$ cat src/rtl/etf_pkg.sv
// ----------------------------------------------------------------------------
// etf_pkg: shared types and constants for the escape-time fractal block
// Fixed port widths, config register indexes, sequencer states and the
// control word that drives the shared multiplier.
// ----------------------------------------------------------------------------
package etf_pkg;

    localparam int PT_W       = 32;
    localparam int CNT_W      = 16;
    localparam int MOD_W      = 41;
    localparam int RAD_W      = 35;
    localparam int MAXIT_W    = 16;
    localparam int CFG_IDX_W  = 3;
    localparam int CFG_DATA_W = 35;

    localparam logic [CFG_IDX_W-1:0] REG_MODE   = 3'd0;
    localparam logic [CFG_IDX_W-1:0] REG_JRE    = 3'd1;
    localparam logic [CFG_IDX_W-1:0] REG_JIM    = 3'd2;
    localparam logic [CFG_IDX_W-1:0] REG_MAXIT  = 3'd3;
    localparam logic [CFG_IDX_W-1:0] REG_RADIUS = 3'd4;

    localparam logic MODE_MANDEL = 1'b0;

    localparam logic [MAXIT_W-1:0] MAXIT_RESET = 16'd1000;

    typedef struct packed {
        logic start;
        logic dbl;
    } mul_ctl_t;

    typedef enum logic [3:0] {
        ST_IDLE,
        ST_BULB_SQA,
        ST_BULB_SQY,
        ST_BULB_CARD,
        ST_BULB_SQB,
        ST_SQ_X,
        ST_SQ_Y,
        ST_CHECK,
        ST_MUL_XY,
        ST_OUT
    } etf_state_t;

endpackage

$ cat src/rtl/etf_mul.sv
// ----------------------------------------------------------------------------
// etf_mul: shared signed fixed-point multiplier
// Four half-width partial products accumulated over cycles, then a right
// shift by FRAC_BITS (or FRAC_BITS-1 for a doubled product), magnitude clamp
// and sign.
// ----------------------------------------------------------------------------
module etf_mul #(
    parameter int FRAC_BITS = 28
) (
    input  logic                         clk,
    input  logic                         rst_n,
    input  etf_pkg::mul_ctl_t            ctl,
    input  logic signed [FRAC_BITS+22:0] a,
    input  logic signed [FRAC_BITS+22:0] b,
    output logic                         done,
    output logic signed [FRAC_BITS+20:0] res
);
    import etf_pkg::*;

    localparam int SW = FRAC_BITS + 23;
    localparam int MW = SW - 1;
    localparam int HW = (MW + 1) / 2;
    localparam int DW = 2 * HW;
    localparam int PW = 4 * HW;
    localparam int RW = FRAC_BITS + 20;

    localparam logic [2:0] NUM_PP     = 3'd4;
    localparam logic [2:0] STEP_CLAMP = 3'd5;
    localparam logic [2:0] STEP_SIGN  = 3'd6;

    logic          busy_reg;
    logic [2:0]    cnt_reg;
    logic          done_reg;
    logic          pp_vld_reg;
    logic [DW-1:0] a_mag_reg;
    logic [DW-1:0] b_mag_reg;
    logic          neg_reg;
    logic          dbl_reg;
    logic [DW-1:0] pp_reg;
    logic [1:0]    pp_k_reg;
    logic [PW-1:0] acc_reg;
    logic [RW-1:0] mag_reg;
    logic signed [RW:0] res_reg;

    logic [SW-1:0] a_abs;
    logic [SW-1:0] b_abs;
    logic [HW-1:0] a_half;
    logic [HW-1:0] b_half;
    logic [DW-1:0] pp_next;
    logic [PW-1:0] term;
    logic [PW-1:0] shifted;
    logic [RW-1:0] mag_next;
    logic signed [RW:0] res_next;

    always_comb
    begin
        a_abs  = a[SW-1] ? ($unsigned(~a) + SW'(1)) : $unsigned(a);
        b_abs  = b[SW-1] ? ($unsigned(~b) + SW'(1)) : $unsigned(b);
        a_half = cnt_reg[1] ? a_mag_reg[DW-1:HW] : a_mag_reg[HW-1:0];
        b_half = cnt_reg[0] ? b_mag_reg[DW-1:HW] : b_mag_reg[HW-1:0];
        pp_next = a_half * b_half;
        unique case (pp_k_reg)
            2'b00:   term = PW'(pp_reg);
            2'b01:   term = PW'(pp_reg) << HW;
            2'b10:   term = PW'(pp_reg) << HW;
            default: term = PW'(pp_reg) << (2 * HW);
        endcase
        shifted  = dbl_reg ? (acc_reg >> (FRAC_BITS - 1)) : (acc_reg >> FRAC_BITS);
        mag_next = (|shifted[PW-1:RW]) ? '1 : shifted[RW-1:0];
        res_next = neg_reg ? -$signed({1'b0, mag_reg}) : $signed({1'b0, mag_reg});
    end

    always_ff @(posedge clk or negedge rst_n)
    begin
        if (!rst_n)
        begin
            busy_reg   <= 1'b0;
            cnt_reg    <= '0;
            done_reg   <= 1'b0;
            pp_vld_reg <= 1'b0;
        end
        else
        begin
            done_reg   <= busy_reg && (cnt_reg == STEP_SIGN);
            pp_vld_reg <= busy_reg && (cnt_reg < NUM_PP);
            if (ctl.start && !busy_reg)
            begin
                busy_reg <= 1'b1;
                cnt_reg  <= '0;
            end
            else if (busy_reg)
            begin
                cnt_reg <= cnt_reg + 3'd1;
                if (cnt_reg == STEP_SIGN)
                begin
                    busy_reg <= 1'b0;
                end
            end
        end
    end

    always_ff @(posedge clk)
    begin
        if (ctl.start && !busy_reg)
        begin
            a_mag_reg <= DW'(a_abs[MW-1:0]);
            b_mag_reg <= DW'(b_abs[MW-1:0]);
            neg_reg   <= a[SW-1] ^ b[SW-1];
            dbl_reg   <= ctl.dbl;
            acc_reg   <= '0;
        end
        else if (busy_reg)
        begin
            pp_reg   <= pp_next;
            pp_k_reg <= cnt_reg[1:0];
            if (pp_vld_reg)
            begin
                acc_reg <= acc_reg + term;
            end
            if (cnt_reg == STEP_CLAMP)
            begin
                mag_reg <= mag_next;
            end
            if (cnt_reg == STEP_SIGN)
            begin
                res_reg <= res_next;
            end
        end
    end

    assign done = done_reg;
    assign res  = res_reg;

endmodule

$ cat src/rtl/escape_time_fractal_iteration.sv
// ----------------------------------------------------------------------------
// escape_time_fractal_iteration: Mandelbrot / Julia escape-time iterator
// One point in, one result word out: iteration count, final |z|^2 and a
// limit flag. All multiplications run through one shared multiplier.
// ----------------------------------------------------------------------------
// Usage:
//   Input channel (in_valid/in_stall) takes one point word; in_stall stays
//   high while a point is being worked on. Output channel (out_valid/
//   out_stall) presents one result word held in an output register, so a
//   new point is taken while an earlier result still waits on out_stall.
//   Config channel (cfg_valid/cfg_ready) writes registers by index; write
//   only while the block is idle. cfg_ready is always high.
//   Every product goes through the shared multiplier, and one iteration
//   needs three products plus an escape check.
//   Mandelbrot: a bulb test of four products, then the iterations.
//   Julia: the starting squares, then the iterations.
//   Reset clears the sequencer, the output valid and loads the config
//   defaults (Mandelbrot, limit 1000, radius^2 4.0).
//   A stalled result holds the block in its output state until taken.
// ----------------------------------------------------------------------------
module escape_time_fractal_iteration #(
    parameter int FRAC_BITS  = 28,
    parameter int COUNT_BITS = 16
) (
    input  logic                                clk,
    input  logic                                rst_n,
    input  logic                                in_valid,
    output logic                                in_stall,
    input  logic signed [etf_pkg::PT_W-1:0]     point_re,
    input  logic signed [etf_pkg::PT_W-1:0]     point_im,
    output logic                                out_valid,
    input  logic                                out_stall,
    output logic [etf_pkg::CNT_W-1:0]           iteration_count,
    output logic [etf_pkg::MOD_W-1:0]           final_modulus_sq,
    output logic                                reached_limit,
    input  logic                                cfg_valid,
    output logic                                cfg_ready,
    input  logic [etf_pkg::CFG_IDX_W-1:0]       cfg_index,
    input  logic [etf_pkg::CFG_DATA_W-1:0]      cfg_data
);
    import etf_pkg::*;

    localparam int F   = FRAC_BITS;
    localparam int CB  = COUNT_BITS;
    localparam int SW  = F + 23;
    localparam int RW  = F + 20;
    localparam int ZW  = F + 8;
    localparam int XW  = (ZW > PT_W) ? ZW : PT_W;
    localparam int MDW = F + 13;
    localparam int RDW = (RAD_W > F + 3) ? RAD_W : F + 3;
    localparam int CMW = (RW + 1 > RDW) ? RW + 1 : RDW;
    localparam int LW  = MAXIT_W + CB;

    localparam logic signed [SW-1:0] ONE_S       = {{(SW-1){1'b0}}, 1'b1} << F;
    localparam logic signed [SW-1:0] QUARTER_S   = {{(SW-1){1'b0}}, 1'b1} << (F - 2);
    localparam logic signed [SW-1:0] SIXTEENTH_S = {{(SW-1){1'b0}}, 1'b1} << (F - 4);
    localparam logic signed [SW-1:0] Z_MAX_S = {{(SW-ZW+1){1'b0}}, {(ZW-1){1'b1}}};
    localparam logic signed [SW-1:0] Z_MIN_S = {{(SW-ZW+1){1'b1}}, {(ZW-1){1'b0}}};
    localparam logic [RDW-1:0] RAD_RESET = {{(RDW-1){1'b0}}, 1'b1} << (F + 2);
    localparam logic [LW-1:0]  COUNT_MAX = {{MAXIT_W{1'b0}}, {CB{1'b1}}};

    // config registers
    logic                    mode_reg;
    logic signed [PT_W-1:0]  jre_reg;
    logic signed [PT_W-1:0]  jim_reg;
    logic [MAXIT_W-1:0]      maxit_reg;
    logic [RDW-1:0]          radius_reg;

    // control
    etf_state_t state_reg, state_next;
    logic       start_reg, start_next;
    logic       out_valid_reg, out_valid_next;

    // datapath
    logic signed [XW-1:0]   x_reg, x_next;
    logic signed [XW-1:0]   y_reg, y_next;
    logic signed [PT_W-1:0] cre_reg, cre_next;
    logic signed [PT_W-1:0] cim_reg, cim_next;
    logic signed [SW-1:0]   t_reg, t_next;
    logic signed [SW-1:0]   u_reg, u_next;
    logic [RW-1:0]          xs_reg, xs_next;
    logic [RW-1:0]          ys_reg, ys_next;
    logic                   hit_reg, hit_next;
    logic [CB-1:0]          n_reg, n_next;
    logic [CB-1:0]          limit_reg, limit_next;
    logic [CNT_W-1:0]       count_reg, count_next;
    logic [MOD_W-1:0]       mod_reg, mod_next;
    logic                   reach_reg, reach_next;

    // shared multiplier
    mul_ctl_t               mul_ctl;
    logic signed [SW-1:0]   op_a;
    logic signed [SW-1:0]   op_b;
    logic                   mul_done;
    logic signed [RW:0]     mul_res;

    logic                   in_take;
    logic [CB-1:0]          limit_sat;
    logic signed [SW-1:0]   res_s;
    logic signed [SW-1:0]   xs_s;
    logic signed [SW-1:0]   ys_s;
    logic signed [SW-1:0]   ysq_s;
    logic signed [SW-1:0]   q_s;
    logic [RW:0]            sum_m;
    logic [MDW-1:0]         mod_clamp;

    function automatic logic signed [SW-1:0] sat_z(input logic signed [SW-1:0] v);
        logic signed [SW-1:0] r;
        r = v;
        if (v > Z_MAX_S)
        begin
            r = Z_MAX_S;
        end
        else if (v < Z_MIN_S)
        begin
            r = Z_MIN_S;
        end
        return r;
    endfunction

    etf_mul #(
        .FRAC_BITS (FRAC_BITS)
    ) u_mul (
        .clk   (clk),
        .rst_n (rst_n),
        .ctl   (mul_ctl),
        .a     (op_a),
        .b     (op_b),
        .done  (mul_done),
        .res   (mul_res)
    );

    assign cfg_ready = 1'b1;
    assign in_stall  = (state_reg != ST_IDLE);
    assign in_take   = in_valid && !in_stall;

    assign mul_ctl.start = start_reg;
    assign mul_ctl.dbl   = (state_reg == ST_MUL_XY);

    always_ff @(posedge clk or negedge rst_n)
    begin
        if (!rst_n)
        begin
            mode_reg   <= MODE_MANDEL;
            jre_reg    <= '0;
            jim_reg    <= '0;
            maxit_reg  <= MAXIT_RESET;
            radius_reg <= RAD_RESET;
        end
        else if (cfg_valid && cfg_ready)
        begin
            unique case (cfg_index)
                REG_MODE:   mode_reg   <= cfg_data[0];
                REG_JRE:    jre_reg    <= cfg_data[PT_W-1:0];
                REG_JIM:    jim_reg    <= cfg_data[PT_W-1:0];
                REG_MAXIT:  maxit_reg  <= cfg_data[MAXIT_W-1:0];
                REG_RADIUS: radius_reg <= RDW'(cfg_data[RAD_W-1:0]);
                default:    ;
            endcase
        end
    end

    always_comb
    begin
        limit_sat = (LW'(maxit_reg) > COUNT_MAX) ? '1 : CB'(maxit_reg);
        res_s     = SW'(mul_res);
        xs_s      = SW'({1'b0, xs_reg});
        ys_s      = SW'({1'b0, ys_reg});
        ysq_s     = SW'({1'b0, ys_reg[RW-1:2]});
        q_s       = u_reg + res_s;
        sum_m     = (RW+1)'(xs_reg) + (RW+1)'(ys_reg);
        mod_clamp = (|sum_m[RW:MDW]) ? '1 : sum_m[MDW-1:0];
    end

    always_comb
    begin
        unique case (state_reg)
            ST_BULB_SQA:  begin op_a = t_reg;       op_b = t_reg;       end
            ST_BULB_SQY:  begin op_a = SW'(y_reg);  op_b = SW'(y_reg);  end
            ST_BULB_CARD: begin op_a = u_reg;       op_b = t_reg;       end
            ST_BULB_SQB:  begin op_a = t_reg;       op_b = t_reg;       end
            ST_SQ_X:      begin op_a = SW'(x_reg);  op_b = SW'(x_reg);  end
            ST_SQ_Y:      begin op_a = SW'(y_reg);  op_b = SW'(y_reg);  end
            ST_MUL_XY:    begin op_a = SW'(x_reg);  op_b = SW'(y_reg);  end
            default:      begin op_a = '0;          op_b = '0;          end
        endcase
    end

    always_comb
    begin
        state_next     = state_reg;
        start_next     = 1'b0;
        out_valid_next = out_valid_reg && out_stall;
        x_next         = x_reg;
        y_next         = y_reg;
        cre_next       = cre_reg;
        cim_next       = cim_reg;
        t_next         = t_reg;
        u_next         = u_reg;
        xs_next        = xs_reg;
        ys_next        = ys_reg;
        hit_next       = hit_reg;
        n_next         = n_reg;
        limit_next     = limit_reg;
        count_next     = count_reg;
        mod_next       = mod_reg;
        reach_next     = reach_reg;

        unique case (state_reg)
            ST_IDLE:
            begin
                if (in_take)
                begin
                    x_next     = XW'(point_re);
                    y_next     = XW'(point_im);
                    n_next     = '0;
                    limit_next = limit_sat;
                    start_next = 1'b1;
                    if (mode_reg == MODE_MANDEL)
                    begin
                        cre_next   = point_re;
                        cim_next   = point_im;
                        t_next     = SW'(point_re) - QUARTER_S;
                        state_next = ST_BULB_SQA;
                    end
                    else
                    begin
                        cre_next   = jre_reg;
                        cim_next   = jim_reg;
                        state_next = ST_SQ_X;
                    end
                end
            end
            ST_BULB_SQA:
            begin
                if (mul_done)
                begin
                    u_next     = res_s;
                    start_next = 1'b1;
                    state_next = ST_BULB_SQY;
                end
            end
            ST_BULB_SQY:
            begin
                if (mul_done)
                begin
                    ys_next    = mul_res[RW-1:0];
                    u_next     = q_s;
                    t_next     = q_s + t_reg;
                    start_next = 1'b1;
                    state_next = ST_BULB_CARD;
                end
            end
            ST_BULB_CARD:
            begin
                if (mul_done)
                begin
                    hit_next   = (res_s < ysq_s);
                    t_next     = SW'(x_reg) + ONE_S;
                    start_next = 1'b1;
                    state_next = ST_BULB_SQB;
                end
            end
            ST_BULB_SQB:
            begin
                if (mul_done)
                begin
                    xs_next = '0;
                    ys_next = '0;
                    if (hit_reg || ((res_s + ys_s) < SIXTEENTH_S))
                    begin
                        n_next     = limit_reg;
                        state_next = ST_OUT;
                    end
                    else
                    begin
                        x_next     = '0;
                        y_next     = '0;
                        state_next = ST_CHECK;
                    end
                end
            end
            ST_SQ_X:
            begin
                if (mul_done)
                begin
                    xs_next    = mul_res[RW-1:0];
                    start_next = 1'b1;
                    state_next = ST_SQ_Y;
                end
            end
            ST_SQ_Y:
            begin
                if (mul_done)
                begin
                    ys_next    = mul_res[RW-1:0];
                    state_next = ST_CHECK;
                end
            end
            ST_CHECK:
            begin
                if ((CMW'(sum_m) <= CMW'(radius_reg)) && (n_reg < limit_reg))
                begin
                    start_next = 1'b1;
                    state_next = ST_MUL_XY;
                end
                else
                begin
                    state_next = ST_OUT;
                end
            end
            ST_MUL_XY:
            begin
                if (mul_done)
                begin
                    x_next     = XW'(sat_z(xs_s - ys_s + SW'(cre_reg)));
                    y_next     = XW'(sat_z(res_s + SW'(cim_reg)));
                    n_next     = n_reg + CB'(1);
                    start_next = 1'b1;
                    state_next = ST_SQ_X;
                end
            end
            ST_OUT:
            begin
                if (!out_valid_reg || !out_stall)
                begin
                    count_next     = CNT_W'(n_reg);
                    mod_next       = MOD_W'(mod_clamp);
                    reach_next     = (n_reg == limit_reg);
                    out_valid_next = 1'b1;
                    state_next     = ST_IDLE;
                end
            end
            default:
            begin
                state_next = ST_IDLE;
            end
        endcase
    end

    always_ff @(posedge clk or negedge rst_n)
    begin
        if (!rst_n)
        begin
            state_reg     <= ST_IDLE;
            start_reg     <= 1'b0;
            out_valid_reg <= 1'b0;
        end
        else
        begin
            state_reg     <= state_next;
            start_reg     <= start_next;
            out_valid_reg <= out_valid_next;
        end
    end

    always_ff @(posedge clk)
    begin
        x_reg     <= x_next;
        y_reg     <= y_next;
        cre_reg   <= cre_next;
        cim_reg   <= cim_next;
        t_reg     <= t_next;
        u_reg     <= u_next;
        xs_reg    <= xs_next;
        ys_reg    <= ys_next;
        hit_reg   <= hit_next;
        n_reg     <= n_next;
        limit_reg <= limit_next;
        count_reg <= count_next;
        mod_reg   <= mod_next;
        reach_reg <= reach_next;
    end

    assign out_valid        = out_valid_reg;
    assign iteration_count  = count_reg;
    assign final_modulus_sq = mod_reg;
    assign reached_limit    = reach_reg;

    // multiplier results only arrive while the sequencer waits on one
    a_done_in_mul_state: assert property (@(posedge clk) disable iff (!rst_n)
        mul_done |-> (state_reg == ST_BULB_SQA || state_reg == ST_BULB_SQY ||
                      state_reg == ST_BULB_CARD || state_reg == ST_BULB_SQB ||
                      state_reg == ST_SQ_X || state_reg == ST_SQ_Y ||
                      state_reg == ST_MUL_XY))
        else $error("multiplier done outside a multiply state");

    a_iter_below_limit: assert property (@(posedge clk) disable iff (!rst_n)
        (state_reg == ST_MUL_XY) |-> (n_reg < limit_reg))
        else $error("iteration started at or past the limit");

    a_out_from_out_state: assert property (@(posedge clk) disable iff (!rst_n)
        $rose(out_valid_reg) |-> ($past(state_reg) == ST_OUT))
        else $error("result word raised outside the output state");

    a_start_idle_mul: assert property (@(posedge clk) disable iff (!rst_n)
        start_reg |=> !mul_done)
        else $error("multiplier done right after start");

endmodule

$ cat config.mk
export PLATFORM = sky130hd
export DESIGN_NAME = escape_time_fractal_iteration
export DESIGN_NICKNAME = d
export VERILOG_FILES = /design/src/rtl/etf_pkg.sv /design/src/rtl/etf_mul.sv /design/src/rtl/escape_time_fractal_iteration.sv
export SDC_FILE = /design/constraint.sdc
export NUM_CORES = 2
export LEC_CHECK = 0
export ABC_CLOCK_PERIOD_IN_PS = 15300
export BUFFER_PORTS_ARGS = -buffer_cell sky130_fd_sc_hd__buf_2
export CORE_ASPECT_RATIO = 1.75
export CORE_MARGIN = 1.5
export CORE_UTILIZATION = 65
export CTS_CLUSTER_DIAMETER = 30
export DETAILED_ROUTE_END_ITERATION = 10
export PLACE_DENSITY = 0.92
export SLEW_MARGIN = 15
export SYNTH_ARGS = -nofsm -noshare
export SYNTH_HDL_FRONTEND = slang
export SYNTH_SLANG_ARGS = --single-unit
$ cat constraint.sdc
create_clock -name clk -period 15.3 [get_ports clk]
set_clock_uncertainty 0.2 [all_clocks]
set_input_delay 3.06 -clock clk [delete_from_list [all_inputs] [get_ports clk]]
set_output_delay 3.06 -clock clk [all_outputs]
set_load 0.01 [all_outputs]
==> flow_metrics.env, run 1 <==
export IMPL_outcome="stopped before the end"
export IMPL_lastStage="global routing"
export IMPL_tool_error="[ERROR GRT-0116] Global routing finished with congestion. Check the congestion regions in the DRC Viewer."
export IMPL_grt_pass1_wl_um=579000
export IMPL_synth_most_common_cell="nand2_1"
export IMPL_die_h_um=489
export IMPL_cts_resized=0
export IMPL_ioPinCount=168
export IMPL_placementRows=178
export IMPL_post_cts_buffers=0
export IMPL_htreeDepth=4
export IMPL_initial_core_util_pct=65.4
export IMPL_numCtsBuffers=146
export IMPL_synth_common_cells="1180 x nand2_1, 875 x inv_1, 733 x ha_1"
export IMPL_syn_area_mm2=0.0878
export IMPL_netlist_top_cell_by_area="edfxtp_1"
export IMPL_dp_hpwl_um=283000
export IMPL_place_congestion=1.10
export IMPL_syn_area_per_cell_um2=9.10
export IMPL_syn_inst=9649
export IMPL_synth_top_area_share_pct=23.1
export IMPL_cts_buffer_depth=3
export IMPL_yosys_warnings=0
export IMPL_clock_tree_root_cell="clkbuf_16"
export IMPL_numClockSinks=904
export IMPL_ys_flop_type="edfxtp_1"
export IMPL_async_reset_ff_share_pct=14.2
export IMPL_die_w_um=281
export IMPL_synth_seq_area_share_pct=29.1
export IMPL_synth_seq_cells=904
export IMPL_gr_total_overflow=11
export IMPL_cts_hold_buf=0
export IMPL_syn_nets=11000
export IMPL_synthTopCellsByArea="edfxtp_1 23%, fa_1 12%, ha_1 10%, nand2_1 5.0%, a21oi_1 4.1%"
export IMPL_port_buffers=166
export IMPL_grt_usage_pct=58.1
export IMPL_synth_edff_count=676
export IMPL_grt_pass1_vias=85400
export IMPL_grt_max_degree=99
export IMPL_synth_cell_types=100
## cell families after synthesis
group / share of synthesized area [%]
simple gates: 15.3
compound gates: 17.9
buf+inv: 5.67
fa+ha+maj: 22.6
flops: 29.1
xor+xnor: 5.44
mux: 3.98
other cells: 0.00427
## per-stage QoR
step | hold WS [ns] | area (um^2) | setup slack (ns) | instances
after detailed placement | 0.233 | 90300 | 5.62 | 11300
after CTS | 0.248 | 95500 | 5.58 | 11600
after global placement | 0.224 | 90300 | 5.63 | 11300
after floorplan | 0.219 | 87800 | 5.95 | 9649
## per-layer routing
metal / global-route usage, % / GRT overflow
met2: 87.3 / 5
met3: 23.9 / 0
met4: 66.6 / 6
met5: 2.24 / 0
met1: 56.6 / 0
==> run 2, diff against run 1 <==
--- a/config.mk
+++ b/config.mk
@@ -7,12 +7,10 @@
 export LEC_CHECK = 0
 export ABC_CLOCK_PERIOD_IN_PS = 15300
 export BUFFER_PORTS_ARGS = -buffer_cell sky130_fd_sc_hd__buf_2
-export CORE_ASPECT_RATIO = 1.75
 export CORE_MARGIN = 1.5
-export CORE_UTILIZATION = 65
-export CTS_CLUSTER_DIAMETER = 30
+export CORE_UTILIZATION = 40
 export DETAILED_ROUTE_END_ITERATION = 10
-export PLACE_DENSITY = 0.92
+export PLACE_DENSITY_LB_ADDON = 0.15
 export SLEW_MARGIN = 15
 export SYNTH_ARGS = -nofsm -noshare
 export SYNTH_HDL_FRONTEND = slang
==> flow_metrics.env, run 2 <==
export IMPL_fin_tns_setup_ns=0
export IMPL_yosys_warnings=0
export IMPL_syn_to_final_growth_pct=8.96
export IMPL_crit_path_cell_trace="mux2_2 -> nand2_1 -> fa_1 -> inv_1 -> fa_1 -> fa_1 -> fa_1 -> fa_1 -> inv_1 -> fa_1 -> inv_1 -> fa_1 -> ha_1 -> and3_1 -> nand2_1 -> nor4b_1 -> o41ai_1 -> a31o_2 -> a311oi_1 -> a21oi_1 -> a311o_1 -> o21ai_0 -> a221oi_1 -> xnor2_1"
export IMPL_hold_path_end="limit_reg[0]"
export IMPL_critPathSlowestCell="dfrtp_2"
export IMPL_initial_core_util_pct=40.3
export IMPL_outcome="finished clean"
export IMPL_hp_start="limit_sat[0]"
export IMPL_drtIter0Drc=7660
export IMPL_routed_via_density=5.92
export IMPL_die_w_um=472
export IMPL_setup_violations=0
export IMPL_crit_buf_inv=3
export IMPL_cts_clk_slew_worst_paths_ns=0.07
export IMPL_final_nets=11000
export IMPL_synth_cell_types=100
export IMPL_rsz0062_at_grt="false"
export IMPL_r2r_slack_ns=5.44
export IMPL_cp_common_cell="fa_1"
export IMPL_hp_class="reg -> reg"
export IMPL_r2r_cells=24
export IMPL_wl_per_cell_um=26.9
export IMPL_top_layer_used="met5"
export IMPL_cts_hold_buf=0
export IMPL_maxSlewHeadroom_pct=11.4
export IMPL_syn_area_per_cell_um2=9.10
export IMPL_dp_hpwl_um=268000
export IMPL_syn_nets=11000
export IMPL_gr_total_overflow=0
export IMPL_synth_top_area_share_pct=23.1
export IMPL_finalCriticalPeriod_ns=9.86
export IMPL_synth_seq_area_share_pct=29.1
export IMPL_post_cts_buffers=0
export IMPL_port_buffers=166
export IMPL_drive_gt1_share_pct=8.72
export IMPL_worstPathRequired_ns=15.53
export IMPL_largest_reg_flops=100
export IMPL_insertion_delay_ns=0.80
export IMPL_drt_total_wl_um=339000
export IMPL_ant_nets=0
export IMPL_cp_arrival_ns=10.09
export IMPL_cp_start_kind="register"
export IMPL_r2r_start="u_mul.cnt_reg[0]"
export IMPL_syn_area_mm2=0.0878
export IMPL_synth_seq_cells=904
export IMPL_cts_buffer_depth=3
export IMPL_grt_max_degree=76
export IMPL_htreeDepth=3
export IMPL_wl_met1_um=155000
export IMPL_dieArea_mm2=0.222
export IMPL_cap_violations=0
export IMPL_final_cell_mix="1179 x nand2_1, 874 x inv_1, 733 x ha_1"
export IMPL_crit_type="reg -> reg"
export IMPL_grt_usage_pct=30.0
export IMPL_vias=74600
export IMPL_wl_met3_um=28000
export IMPL_synth_common_cells="1180 x nand2_1, 875 x inv_1, 733 x ha_1"
export IMPL_min_period_over_period_pct=64.4
export IMPL_endpoint_kind="register"
export IMPL_firstDrtPassIters=10
export IMPL_numCtsBuffers=111
export IMPL_drc_errors=0
export IMPL_synthTopCellsByArea="edfxtp_1 23%, fa_1 12%, ha_1 10%, nand2_1 5.0%, a21oi_1 4.1%"
export IMPL_synth_most_common_cell="nand2_1"
export IMPL_place_congestion=1.01
export IMPL_worst_pin_slew_ns=1.32
export IMPL_path_max_fanout=39
export IMPL_wl_met2_um=146000
export IMPL_numClockSinks=904
export IMPL_cts_resized=0
export IMPL_async_reset_ff_share_pct=14.2
export IMPL_syn_inst=9649
export IMPL_grt_pass1_vias=72700
export IMPL_layout_commonest_cell="nand2_1"
export IMPL_ys_flop_type="edfxtp_1"
export IMPL_max_freq_mhz=101
export IMPL_ioPinCount=168
export IMPL_worstReg2RegEnd="u_mul.pp_reg[49]"
export IMPL_cts_tree="done"
export IMPL_drv_slew=0
export IMPL_antenna_found_initial=34
export IMPL_hold_violations=0
export IMPL_synth_edff_count=676
export IMPL_critPathTopFamily="adder cells"
export IMPL_netlist_top_cell_by_area="edfxtp_1"
export IMPL_holdPathStages=0
export IMPL_clock_tree_root_cell="clkbuf_16"
export IMPL_die_h_um=472
export IMPL_grt_pass1_wl_um=496000
export IMPL_cp_slowest_stage_delay_ns=1.04
export IMPL_placementRows=171
export IMPL_core_mm2=0.218
## run 2: final cells by class
type | instances | area (um^2)
clock inverters | 63 | 771
inverters | 878 | 3300
flip-flops and latches | 904 | 25500
well taps | 2854 | 3570
clock buffers | 145 | 3010
diodes | 11 | 27.5
repair buffers | 312 | 1930
multi-input cells | 7424 | 57500
fillers | 21200 | 122000
## run 2: stage by stage
stage          utilization, %  setup WS [ns]  cell area, um^2  instances  hold WS [ns]
6_report                 44.0           5.44            95700      12600         0.242
5_1_grt                  44.0           4.87            95600      12600         0.247
4_1_cts                  43.9           5.43            95600      12600         0.244
3_5_place_dp             42.2           5.61            91900      12400         0.227
3_3_place_gp             42.2           5.71            91900      12400         0.224
2_1_floorplan               -           5.95            87800       9649         0.219
## run 2: cells by family after synthesis
| family | count (synthesis) | synth area share (%) |
|---|---|---|
| other | 1 | 0.00427 |
| muxes | 322 | 3.98 |
| AOI/OAI and AO/OA | 2410 | 17.9 |
| buffers and inverters | 1321 | 5.67 |
| adders and majority gates | 1266 | 22.6 |
| DFF | 904 | 29.1 |
| and+or+nand+nor | 2880 | 15.3 |
| xor gates and xnor gates | 545 | 5.44 |
## run 2: worst max path at each step
stage,from,end,depth (start not counted)
2_1_floorplan,u_mul.res[8],x_reg[0],13
3_3_place_gp,u_mul.cnt_reg[0],u_mul.pp_reg[49],22
3_5_place_dp,u_mul.cnt_reg[0],u_mul.pp_reg[49],26
4_1_cts,u_mul.cnt_reg[0],u_mul.pp_reg[49],26
5_1_grt,u_mul.cnt_reg[0],u_mul.pp_reg[48],27
6_report,u_mul.cnt_reg[0],u_mul.pp_reg[49],24
## run 2: routing by layer
metal,track usage (%),up-vias
li1,-,34100
met1,43.0,37400
met2,45.3,2743
met3,6.40,422
met4,8.27,10
met5,0,-
Power of run 2 is not shown: default switching activity piles up to over one toggle a cycle in this logic, so the estimate is an artifact.
